$ cat src/rtl/rmv_pkg.sv
// Package for the running mean, variance and CV block.
// Holds controller states, command and status bundles and result codes.
// No dependencies.
`default_nettype none

package rmv_pkg;

	localparam int S_TDATA_W = 64;
	localparam int S_TUSER_W = 1;
	localparam int M_TDATA_W = 192;
	localparam int M_TUSER_W = 2;
	localparam int ITER_W    = 7;

	typedef logic [1:0] res_status_t;
	localparam res_status_t RES_OK        = 2'd0;
	localparam res_status_t RES_FULL      = 2'd1;
	localparam res_status_t RES_MEAN_ZERO = 2'd2;

	localparam logic ACT_SAMPLE  = 1'b0;
	localparam logic ACT_RESTART = 1'b1;

	typedef enum logic [3:0] {
		S_IDLE,
		S_EVAL,
		S_STEP_GO,
		S_STEP_WAIT,
		S_MUL_GO,
		S_MUL_WAIT,
		S_STATS,
		S_VAR_WAIT,
		S_SQRT_WAIT,
		S_CV_CHK,
		S_CV_WAIT,
		S_FINISH
	} state_t;

	typedef struct packed {
		logic load;
		logic eval;
		logic step_go;
		logic mean_upd;
		logic mul_go;
		logic m2_add;
		logic stats;
		logic var_go;
		logic sqrt_go;
		logic cv_chk;
		logic cv_div_go;
		logic cv_take;
		logic emit;
	} cmd_t;

	typedef struct packed {
		logic restart;
		logic full;
		logic count_zero;
		logic mean_zero;
		logic div_done;
		logic mul_done;
		logic sqrt_done;
		logic cv_over;
	} sts_t;

endpackage

`default_nettype wire

$ cat src/rtl/rmv_div.sv
// Shared restoring divider, one quotient bit per cycle.
// Uses nothing from the package beyond the iteration count width.
`default_nettype none

module rmv_div #(
	parameter int DVW = 53,
	parameter int DW  = 64
) (
	input  wire                       clk,
	input  wire                       arst_n,
	input  wire                       start,
	input  wire [rmv_pkg::ITER_W-1:0] iters,
	input  wire [DW-1:0]              dividend,
	input  wire [DVW-1:0]             rem_init,
	input  wire [DVW-1:0]             divisor,
	output logic [DW-1:0]             quot,
	output logic                      done
);

	logic [DW-1:0]              d_q;
	logic [DVW-1:0]             rem_q;
	logic [DVW-1:0]             div_q;
	logic [rmv_pkg::ITER_W-1:0] cnt_q;
	logic                       busy_q;
	logic                       done_q;
	logic [DVW:0]               trial;
	logic [DVW:0]               diff;
	logic                       qbit;

	always_comb begin
		trial = {rem_q, d_q[DW-1]};
		diff  = trial - {1'b0, div_q};
		qbit  = (trial >= {1'b0, div_q});
	end

	always_ff @(posedge clk or negedge arst_n) begin
		if (!arst_n) begin
			busy_q <= 1'b0;
			done_q <= 1'b0;
			cnt_q  <= '0;
		end else if (start) begin
			busy_q <= 1'b1;
			done_q <= 1'b0;
			cnt_q  <= iters - 1'b1;
		end else if (busy_q) begin
			cnt_q <= cnt_q - 1'b1;
			if (cnt_q == '0) begin
				busy_q <= 1'b0;
				done_q <= 1'b1;
			end
		end
	end

	always_ff @(posedge clk) begin
		if (start) begin
			d_q   <= dividend;
			rem_q <= rem_init;
			div_q <= divisor;
		end else if (busy_q) begin
			rem_q <= qbit ? diff[DVW-1:0] : trial[DVW-1:0];
			d_q   <= {d_q[DW-2:0], qbit};
		end
	end

	assign quot = d_q;
	assign done = done_q;

	// the partial remainder stays below the divisor while iterating
	a_rem_bound: assert property (@(posedge clk) disable iff (!arst_n)
		busy_q |-> (rem_q < div_q))
		else $error("divider remainder reached the divisor");

endmodule

`default_nettype wire

$ cat src/rtl/rmv_dp.sv
// Datapath: statistics registers, serial multiplier, serial square root,
// shared divider and result registers. Depends on rmv_pkg and rmv_div.
`default_nettype none

module rmv_dp #(
	parameter int COUNT_BITS = 32,
	parameter int FRAC_BITS  = 53
) (
	input  wire                   clk,
	input  wire                   arst_n,
	input  rmv_pkg::cmd_t         cmd,
	output rmv_pkg::sts_t         sts,
	input  wire                   in_action,
	input  wire [63:0]            in_sample,
	output logic [7:0]            out_noise,
	output logic [31:0]           out_count,
	output logic [52:0]           out_mean,
	output logic [63:0]           out_m2,
	output logic [31:0]           out_cv,
	output rmv_pkg::res_status_t  out_status
);

	localparam int CB  = COUNT_BITS;
	localparam int F   = FRAC_BITS;
	localparam int DVW = (CB > F) ? CB : F;
	localparam int K   = F + 4;
	localparam int SH  = 2 * F - 40;
	localparam int SHR = (SH > 0) ? SH : 0;
	localparam int SHL = (SH < 0) ? -SH : 0;

	logic                 action_q;
	logic [F-1:0]         x_q;
	logic [7:0]           noise_q;
	logic [CB-1:0]        count_q;
	logic [F-1:0]         mean_q;
	logic [63:0]          m2_q;
	logic                 up_q;
	logic [F-1:0]         a_q;
	logic [31:0]          cv_q;
	rmv_pkg::res_status_t status_q;

	// multiplier
	logic [F-1:0]         mhi_q, mlo_q;
	logic [5:0]           mcnt_q;
	logic                 mbusy_q, mdone_q;
	logic [F:0]           msum;
	// square root
	logic [63:0]          sval_q;
	logic [32:0]          srem_q;
	logic [31:0]          sroot_q;
	logic [4:0]           scnt_q;
	logic                 sbusy_q, sdone_q;
	logic [34:0]          sr, strial, sdiff;
	// divider hook-up
	logic                       div_start;
	logic [rmv_pkg::ITER_W-1:0] div_iters;
	logic [63:0]                div_dividend;
	logic [DVW-1:0]             div_rem_init, div_divisor;
	logic [63:0]                quot;
	logic                       div_done;

	logic [F-1:0]   b_val;
	logic [127:0]   prod_w, shifted;
	logic [63:0]    m2_inc;
	logic [64:0]    m2_sum;
	logic [127:0]   cv_num;
	logic           cv_over;
	logic [63:0]    count_w, mean_w;

	function automatic logic [rmv_pkg::ITER_W-1:0] ITER_W_F();
		return rmv_pkg::ITER_W'(F);
	endfunction

	always_comb begin
		b_val   = up_q ? (x_q - mean_q) : (mean_q - x_q);
		msum    = {1'b0, mhi_q} + (mlo_q[0] ? {1'b0, a_q} : '0);
		prod_w  = 128'({mhi_q, mlo_q});
		shifted = (prod_w >> SHR) << SHL;
		m2_inc  = (|shifted[127:64]) ? '1 : shifted[63:0];
		m2_sum  = {1'b0, m2_q} + {1'b0, m2_inc};
		sr      = {srem_q, sval_q[63:62]};
		strial  = {1'b0, sroot_q, 2'b01};
		sdiff   = sr - strial;
		cv_num  = 128'(sroot_q) << K;
		cv_over = (cv_num[127:32] >= 96'(mean_q));
	end

	always_comb begin
		div_start    = cmd.step_go | cmd.var_go | cmd.cv_div_go;
		div_iters    = ITER_W_F();
		div_dividend = 64'(a_q) << (64 - F);
		div_rem_init = '0;
		div_divisor  = DVW'(count_q);
		if (cmd.var_go) begin
			div_iters    = 7'd64;
			div_dividend = m2_q;
		end else if (cmd.cv_div_go) begin
			div_iters    = 7'd32;
			div_dividend = {cv_num[31:0], 32'd0};
			div_rem_init = cv_num[32 +: DVW];
			div_divisor  = DVW'(mean_q);
		end
	end

	rmv_div #(.DVW(DVW), .DW(64)) u_div (
		.clk      (clk),
		.arst_n   (arst_n),
		.start    (div_start),
		.iters    (div_iters),
		.dividend (div_dividend),
		.rem_init (div_rem_init),
		.divisor  (div_divisor),
		.quot     (quot),
		.done     (div_done)
	);

	// statistics state
	always_ff @(posedge clk or negedge arst_n) begin
		if (!arst_n) begin
			count_q <= '0;
			mean_q  <= '0;
			m2_q    <= '0;
		end else begin
			if (cmd.eval && action_q == rmv_pkg::ACT_RESTART) begin
				count_q <= '0;
				m2_q    <= '0;
			end else if (cmd.eval && !sts.full) begin
				count_q <= count_q + 1'b1;
				if (count_q == '0)
					mean_q <= x_q;
			end
			if (cmd.mean_upd)
				mean_q <= up_q ? (mean_q + quot[F-1:0]) : (mean_q - quot[F-1:0]);
			if (cmd.m2_add)
				m2_q <= m2_sum[64] ? '1 : m2_sum[63:0];
		end
	end

	// per-item working registers
	always_ff @(posedge clk) begin
		if (cmd.load) begin
			action_q <= in_action;
			x_q      <= in_sample[63 -: F];
			noise_q  <= (in_action == rmv_pkg::ACT_RESTART) ? 8'd0 : in_sample[7:0];
			status_q <= rmv_pkg::RES_OK;
			cv_q     <= '0;
		end
		if (cmd.eval) begin
			up_q <= (x_q >= mean_q);
			a_q  <= (x_q >= mean_q) ? (x_q - mean_q) : (mean_q - x_q);
			if (action_q == rmv_pkg::ACT_SAMPLE && sts.full)
				status_q <= rmv_pkg::RES_FULL;
		end
		if (cmd.stats && count_q != '0 && mean_q == '0 && status_q == rmv_pkg::RES_OK)
			status_q <= rmv_pkg::RES_MEAN_ZERO;
		if (cmd.cv_chk && cv_over)
			cv_q <= '1;
		if (cmd.cv_take)
			cv_q <= quot[31:0];
	end

	// serial shift-add multiplier, one multiplier bit a cycle
	always_ff @(posedge clk or negedge arst_n) begin
		if (!arst_n) begin
			mbusy_q <= 1'b0;
			mdone_q <= 1'b0;
			mcnt_q  <= '0;
		end else if (cmd.mul_go) begin
			mbusy_q <= 1'b1;
			mdone_q <= 1'b0;
			mcnt_q  <= 6'(F - 1);
		end else if (mbusy_q) begin
			mcnt_q <= mcnt_q - 1'b1;
			if (mcnt_q == '0) begin
				mbusy_q <= 1'b0;
				mdone_q <= 1'b1;
			end
		end
	end

	always_ff @(posedge clk) begin
		if (cmd.mul_go) begin
			mhi_q <= '0;
			mlo_q <= b_val;
		end else if (mbusy_q) begin
			mhi_q <= msum[F:1];
			mlo_q <= {msum[0], mlo_q[F-1:1]};
		end
	end

	// digit-by-digit square root, two radicand bits a cycle
	always_ff @(posedge clk or negedge arst_n) begin
		if (!arst_n) begin
			sbusy_q <= 1'b0;
			sdone_q <= 1'b0;
			scnt_q  <= '0;
		end else if (cmd.sqrt_go) begin
			sbusy_q <= 1'b1;
			sdone_q <= 1'b0;
			scnt_q  <= '1;
		end else if (sbusy_q) begin
			scnt_q <= scnt_q - 1'b1;
			if (scnt_q == '0) begin
				sbusy_q <= 1'b0;
				sdone_q <= 1'b1;
			end
		end
	end

	always_ff @(posedge clk) begin
		if (cmd.sqrt_go) begin
			sval_q  <= quot;
			srem_q  <= '0;
			sroot_q <= '0;
		end else if (sbusy_q) begin
			sval_q <= {sval_q[61:0], 2'b00};
			if (sr >= strial) begin
				srem_q  <= sdiff[32:0];
				sroot_q <= {sroot_q[30:0], 1'b1};
			end else begin
				srem_q  <= sr[32:0];
				sroot_q <= {sroot_q[30:0], 1'b0};
			end
		end
	end

	// result registers, loaded when the result is handed over
	always_comb begin
		count_w = 64'(count_q);
		mean_w  = 64'(mean_q) << (53 - F);
	end

	always_ff @(posedge clk) begin
		if (cmd.emit) begin
			out_noise  <= noise_q;
			out_count  <= count_w[31:0];
			out_mean   <= mean_w[52:0];
			out_m2     <= m2_q;
			out_cv     <= cv_q;
			out_status <= status_q;
		end
	end

	always_comb begin
		sts.restart    = (action_q == rmv_pkg::ACT_RESTART);
		sts.full       = (count_q == '1);
		sts.count_zero = (count_q == '0);
		sts.mean_zero  = (mean_q == '0);
		sts.div_done   = div_done;
		sts.mul_done   = mdone_q;
		sts.sqrt_done  = sdone_q;
		sts.cv_over    = cv_over;
	end

endmodule

`default_nettype wire

$ cat src/rtl/rmv_ctrl.sv
// Controller state machine: sequences each item through the datapath and
// owns both handshakes. Depends on rmv_pkg.
`default_nettype none

module rmv_ctrl (
	input  wire            clk,
	input  wire            arst_n,
	input  wire            in_valid,
	output logic           in_ready,
	output logic           out_valid,
	input  wire            out_ready,
	input  rmv_pkg::sts_t  sts,
	output rmv_pkg::cmd_t  cmd
);

	rmv_pkg::state_t state_q, state_d;
	logic            out_valid_q;
	logic            out_free;

	assign out_free  = !out_valid_q || out_ready;
	assign out_valid = out_valid_q;

	always_ff @(posedge clk or negedge arst_n) begin
		if (!arst_n) begin
			state_q <= rmv_pkg::S_IDLE;
		end else begin
			state_q <= state_d;
		end
	end

	always_ff @(posedge clk or negedge arst_n) begin
		if (!arst_n) begin
			out_valid_q <= 1'b0;
		end else if (cmd.emit) begin
			out_valid_q <= 1'b1;
		end else if (out_ready) begin
			out_valid_q <= 1'b0;
		end
	end

	always_comb begin
		state_d  = state_q;
		cmd      = '0;
		in_ready = 1'b0;
		unique case (state_q)
			rmv_pkg::S_IDLE: begin
				in_ready = 1'b1;
				if (in_valid) begin
					cmd.load = 1'b1;
					state_d  = rmv_pkg::S_EVAL;
				end
			end
			rmv_pkg::S_EVAL: begin
				cmd.eval = 1'b1;
				if (sts.restart || sts.full || sts.count_zero)
					state_d = rmv_pkg::S_STATS;
				else
					state_d = rmv_pkg::S_STEP_GO;
			end
			rmv_pkg::S_STEP_GO: begin
				cmd.step_go = 1'b1;
				state_d     = rmv_pkg::S_STEP_WAIT;
			end
			rmv_pkg::S_STEP_WAIT: begin
				if (sts.div_done) begin
					cmd.mean_upd = 1'b1;
					state_d      = rmv_pkg::S_MUL_GO;
				end
			end
			rmv_pkg::S_MUL_GO: begin
				cmd.mul_go = 1'b1;
				state_d    = rmv_pkg::S_MUL_WAIT;
			end
			rmv_pkg::S_MUL_WAIT: begin
				if (sts.mul_done) begin
					cmd.m2_add = 1'b1;
					state_d    = rmv_pkg::S_STATS;
				end
			end
			rmv_pkg::S_STATS: begin
				cmd.stats = 1'b1;
				if (sts.count_zero || sts.mean_zero) begin
					state_d = rmv_pkg::S_FINISH;
				end else begin
					cmd.var_go = 1'b1;
					state_d    = rmv_pkg::S_VAR_WAIT;
				end
			end
			rmv_pkg::S_VAR_WAIT: begin
				if (sts.div_done) begin
					cmd.sqrt_go = 1'b1;
					state_d     = rmv_pkg::S_SQRT_WAIT;
				end
			end
			rmv_pkg::S_SQRT_WAIT: begin
				if (sts.sqrt_done)
					state_d = rmv_pkg::S_CV_CHK;
			end
			rmv_pkg::S_CV_CHK: begin
				cmd.cv_chk = 1'b1;
				if (sts.cv_over) begin
					state_d = rmv_pkg::S_FINISH;
				end else begin
					cmd.cv_div_go = 1'b1;
					state_d       = rmv_pkg::S_CV_WAIT;
				end
			end
			rmv_pkg::S_CV_WAIT: begin
				if (sts.div_done) begin
					cmd.cv_take = 1'b1;
					state_d     = rmv_pkg::S_FINISH;
				end
			end
			rmv_pkg::S_FINISH: begin
				if (out_free) begin
					cmd.emit = 1'b1;
					state_d  = rmv_pkg::S_IDLE;
				end
			end
			default: state_d = rmv_pkg::S_IDLE;
		endcase
	end

	a_emit_free: assert property (@(posedge clk) disable iff (!arst_n)
		cmd.emit |-> out_free)
		else $error("result emitted over an untaken result");

	a_emit_valid: assert property (@(posedge clk) disable iff (!arst_n)
		cmd.emit |=> out_valid_q)
		else $error("emitted result not presented");

endmodule

`default_nettype wire

$ cat src/rtl/running_mean_variance_cv.sv
// Top level of the running mean, variance and coefficient-of-variation block.
// Depends on rmv_pkg, rmv_ctrl, rmv_dp (and rmv_div through rmv_dp).
//
//  channel  | dir | tdata                                  | tuser
//  ---------+-----+----------------------------------------+-------------
//  s_axis   | in  | sample[63:0]                           | action[0]
//  m_axis   | out | noise, count, mean, m2, cv, zero pad   | status[1:0]
//
// The work on an item uses the shared serial divider (step, variance, CV
// quotient, one bit a cycle), the serial multiplier and the two-bit-a-cycle
// square root. A first sample skips the step and multiply, a later sample
// that leaves the mean at zero skips the variance, root and CV, and a
// restart skips them all.
// Reset clears the count, mean and M2 and idles the controller.
// One item is in work at a time; a finished result waits in the output
// register while the next transfer on s_axis is taken, and a stalled m_axis
// only holds the block once the next result is ready to leave.
`default_nettype none

module running_mean_variance_cv #(
	parameter int COUNT_BITS = 32,
	parameter int FRAC_BITS  = 53
) (
	input  wire                             clk,
	input  wire                             arst_n,
	input  wire                             s_axis_tvalid,
	output logic                            s_axis_tready,
	input  wire  [rmv_pkg::S_TDATA_W-1:0]   s_axis_tdata,  // sample[63:0]
	input  wire  [rmv_pkg::S_TUSER_W-1:0]   s_axis_tuser,  // action[0]
	output logic                            m_axis_tvalid,
	input  wire                             m_axis_tready,
	// noise_byte[7:0], count[39:8], mean[92:40], m2[156:93], cv[188:157]
	output logic [rmv_pkg::M_TDATA_W-1:0]   m_axis_tdata,
	output logic [rmv_pkg::M_TUSER_W-1:0]   m_axis_tuser   // status[1:0]
);

	rmv_pkg::cmd_t        cmd;
	rmv_pkg::sts_t        sts;
	logic [7:0]           noise;
	logic [31:0]          count;
	logic [52:0]          mean;
	logic [63:0]          m2;
	logic [31:0]          cv;
	rmv_pkg::res_status_t status;

	// sequence each item and handle both transfers
	rmv_ctrl u_ctrl (
		.clk       (clk),
		.arst_n    (arst_n),
		.in_valid  (s_axis_tvalid),
		.in_ready  (s_axis_tready),
		.out_valid (m_axis_tvalid),
		.out_ready (m_axis_tready),
		.sts       (sts),
		.cmd       (cmd)
	);

	// hold the statistics and do the arithmetic
	rmv_dp #(
		.COUNT_BITS (COUNT_BITS),
		.FRAC_BITS  (FRAC_BITS)
	) u_dp (
		.clk        (clk),
		.arst_n     (arst_n),
		.cmd        (cmd),
		.sts        (sts),
		.in_action  (s_axis_tuser[0]),
		.in_sample  (s_axis_tdata),
		.out_noise  (noise),
		.out_count  (count),
		.out_mean   (mean),
		.out_m2     (m2),
		.out_cv     (cv),
		.out_status (status)
	);

	// pack the result, lowest field first, pad to whole bytes
	assign m_axis_tdata = {3'b000, cv, m2, mean, count, noise};
	assign m_axis_tuser = status;

endmodule

`default_nettype wire
$ cat config.mk
export PLATFORM = sky130hd
export DESIGN_NAME = running_mean_variance_cv
export DESIGN_NICKNAME = d
export VERILOG_FILES = /design/src/rtl/rmv_pkg.sv /design/src/rtl/rmv_div.sv /design/src/rtl/rmv_dp.sv /design/src/rtl/rmv_ctrl.sv /design/src/rtl/running_mean_variance_cv.sv
export SDC_FILE = /design/constraint.sdc
export NUM_CORES = 2
export LEC_CHECK = 0
export BUFFER_PORTS_ARGS = -buffer_cell sky130_fd_sc_hd__buf_2
export CORE_ASPECT_RATIO = 0.7
export CORE_UTILIZATION = 40
export DETAILED_ROUTE_END_ITERATION = 10
export PLACE_DENSITY = 0.56
export SYNTH_ARGS = -nofsm -noshare
export SYNTH_HDL_FRONTEND = slang
export SYNTH_SLANG_ARGS = --single-unit
$ cat constraint.sdc
create_clock -name clk -period 18.49 [get_ports clk]
set_input_delay 0.9245 -clock clk [delete_from_list [all_inputs] [get_ports clk]]
set_output_delay 0.9245 -clock clk [all_outputs]
set_load 0.05 [all_outputs]
==> impl_metrics.json <==
{
  "status": "finished, final reports clean",
  "fill_cells": 13760,
  "cts_root_buf": "clkbuf_16",
  "placed_area_um2": 61100,
  "crit_path_start_kind": "flip-flop",
  "syn_to_final_growth_pct": 10.7,
  "power.share.clock_pct": 15.4,
  "cts_buffers": 95,
  "port_buffers": 258,
  "antenna_found_initial": 11,
  "instances_no_fill": 8207,
  "rows": 116,
  "clk_pin_slew_ps": 70,
  "ir_drop_v": 0.000106,
  "synth_area_um2": 58100,
  "dr_total_vias": 47457,
  "timing.final.crit_share_pct": 38.2,
  "ant_nets": 0,
  "min_path_type": "primary input to async pin",
  "power_frac_seq_pct": 28.9,
  "cap_viol_max_count": 0,
  "crit_path_cell_trace": "or4_1 -> or4_1 -> nor4_4 -> nand2_1 -> nor2_1 -> a21oi_1 -> xor2_1 -> ha_1 -> a21o_1 -> a21oi_1 -> nor4b_1 -> a2111oi_0 -> a211oi_1 -> o21ai_0 -> a21oi_1 -> xnor2_1 -> nand2_1 -> o21ai_0",
  "grt_use_total_pct": 26.5,
  "synth_cell_types": 93,
  "criticalPathCategory": "flip-flop to flip-flop",
  "setup-violations-final": 0,
  "synth.avg_cell_area_um2": 9.49,
  "die_h_um": 321,
  "slew_headroom_pct": 19.6,
  "slowest_delay_ps": 940,
  "r2r_end": "u_dp.mean_q[49]",
  "cts_max_path_buffers": 3,
  "finalHoldViolations": 0,
  "ys_seq_area_share_pct": 44.1,
  "crit_top_cell": "a21oi_1",
  "syn_inst": 6126,
  "htreeDepth": 3,
  "hold_buffers": 0,
  "dieArea_um2": 147000,
  "io_pins": 265,
  "reg2reg_depth": 18,
  "grt_pass1_wl_mm": 291,
  "p_switching_uw": 6250,
  "wirelength_mm": 200,
  "rsz0062_at_grt": "no",
  "p_comb_share_pct": 55.8,
  "arrival_ps": 7700,
  "fp.dieW_um": 458,
  "coreArea_um2": 144000,
  "netlist_top_cells_area": "edfxtp_1 (32%), ha_1 (8.1%), dfrtp_1 (7.7%), nand2_1 (4.5%), a21oi_1 (4.4%)",
  "worst_path_max_delay_cell": "nor4b_1",
  "p_leak_uw": 0.0277,
  "grt_max_degree": 78,
  "hpwl_mm": 154,
  "cts_resized": 0,
  "synth_edf_count": 626,
  "async_flop_share_pct": 19.3,
  "drc": 0,
  "worst-r2r-setup-slack_ps": 11420,
  "synth_ff_type": "edfxtp_1",
  "fmax_ghz": 0.142,
  "end_kind": "flip-flop",
  "power_uw": 13200,
  "first_global_vias": 42603,
  "worst_slew_pin_slew_ps": 1200,
  "sw_frac_of_total_pct": 47.3,
  "cts_tree": "yes",
  "drive_above_1_share_pct": 9.53,
  "critical_path.startpoint": "u_dp.u_div.quot[3]",
  "insertion_delay_ps": 770,
  "dp.cells": 8022,
  "grt_overflow": 0,
  "yosys_warnings": 0,
  "clock_skew_ps": 56.5,
  "synth_seq_cells": 924,
  "wl_per_cell_um": 24.4,
  "cts_setup_buffers": 0,
  "yosys.area.top_type": "edfxtp_1",
  "power_density_nw_per_um2": 205,
  "internal_power_uw": 6970,
  "rr_startpoint": "u_dp.u_div.quot[3]",
  "final_cell_mix": "nand2_1 (701), edfxtp_1 (626), a21oi_1 (516)",
  "start_util_pct": 40.5,
  "vias_per_cell": 5.78,
  "netlist.area_leader.share_pct": 32.3,
  "finalMaxSlewViolations": 0,
  "dr.pass1.iters": 6,
  "period_needed_ps": 7070,
  "endpoint": "u_dp.mean_q[49]",
  "cts_sinks": 924,
  "critPathMaxFanout": 8,
  "layout.cells.most_common": "nand2_1",
  "design_area_um2": 64400,
  "globalplace.congestion": 0.940,
  "finalSetupTns_ps": 0,
  "drtIter0Drc": 5357,
  "required_ps": 19120,
  "nets": 6681
}
-- power by group through the flow --
stage / registers (uW) / clock network, uW / logic (uW)
after floorplan: 3500 / 0 / 5380
after global placement: 3810 / 0 / 7190
after detailed placement: 3820 / 0 / 7230
after CTS: 3790 / 2070 / 7280
after global routing: 3860 / 2150 / 8090
final: 3810 / 2030 / 7370
-- flip-flops by register name, indices dropped and copies added, names as in the netlist, 8 cells and up --
name,count
u_dp.out_count,32
u_dp.noise_q,8
u_dp.srem_q,33
u_dp.a_q,53
u_dp.u_div.quot,64
u_dp.mean_q,53
u_dp.m2_q,64
u_dp.sval_q,64
u_dp.sroot_q,32
u_dp.cv_q,32
u_dp.u_div.div_q,53
u_dp.x_q,53
u_dp.count_q,32
u_dp.mlo_q,53
u_dp.out_mean,53
u_dp.mhi_q,53
u_dp.u_div.rem_q,53
u_dp.out_noise,8
u_dp.out_cv,32
u_dp.out_m2,64
-- area by class of cell --
cell class / instances / area, um^2 / area share (%)
inverter: 315 / 1190 / 1.84
antenna: 5 / 12.5 / 0.0194
multi-input combinational: 4570 / 30100 / 46.8
clock buffer: 117 / 2520 / 3.92
clock inverter: 63 / 706 / 1.10
tap: 1888 / 2360 / 3.67
sequential: 924 / 25700 / 39.9
timing repair buffer: 325 / 1800 / 2.80
-- per-layer routing --
metal	up-vias	wire, um	global-route usage (%)
met5	-	28	0
met4	6	2850	4.26
met3	174	17100	5.98
met2	1682	80100	36.3
met1	23254	100000	42.1
li1	22341	-	-
-- worst max-delay path: cells and delay by family, from the launching register on --
kind | cells | cell delay [ps]
flops | 1 | 520
xor+xnor | 2 | 530
fa+ha+maj | 1 | 430
compound gates | 8 | 2170
simple gates | 7 | 3280
-- synth_stat cells, types with 178 or more instances --
library cell    n
nand2_1       702
nor2_1        468
edfxtp_1      626
inv_1         313
a21o_1        244
a21oi_1       516
ha_1          375
dfrtp_1       178
clkbuf_1      243
o21ai_0       425
mux2i_1       241
xnor2_1       212
-- worst min-delay path by stage --
| stage | startpoint | to | slack (ps) | cells past startpoint |
|---|---|---|---|---|
| finish | arst_n | u_dp.m2_q[54] | 150 | 1 |
| global route | arst_n | u_dp.m2_q[54] | 150 | 1 |
| CTS | arst_n | u_dp.m2_q[54] | 130 | 1 |
| detailed placement | u_dp.cv_q[0] | u_dp.out_cv[0] | 400 | 0 |
| global placement | u_dp.noise_q[4] | u_dp.out_noise[4] | 400 | 0 |
| floorplan | u_dp.cv_q[0] | u_dp.out_cv[0] | 400 | 0 |
-- cells by family (layout without fill, tap and decap cells) --
family,after synthesis,in the layout,synth area share [%]
AND/OR/NAND/NOR,1829,1829,14.5
buffers and inverters,634,820,4.25
flip-flops,924,924,44.1
other,1,8,0.00645
AO/OA/AOI/OAI,1690,1690,18.1
adder cells (fa/ha/maj),381,381,8.28
XOR/XNOR,383,383,5.77
multiplexers,284,284,4.98
-- metrics by stage --
step / worst slack, ps / hold slack [ps] / utilization, %
2_1_floorplan: 3580 / 400 / -
3_3_place_gp: 11910 / 401 / 42.6
3_5_place_dp: 11870 / 405 / 42.6
4_1_cts: 11770 / 130 / 44.8
5_1_grt: 11240 / 154 / 44.8
6_report: 11420 / 145 / 44.8
Power figures use the tool's default switching activity.
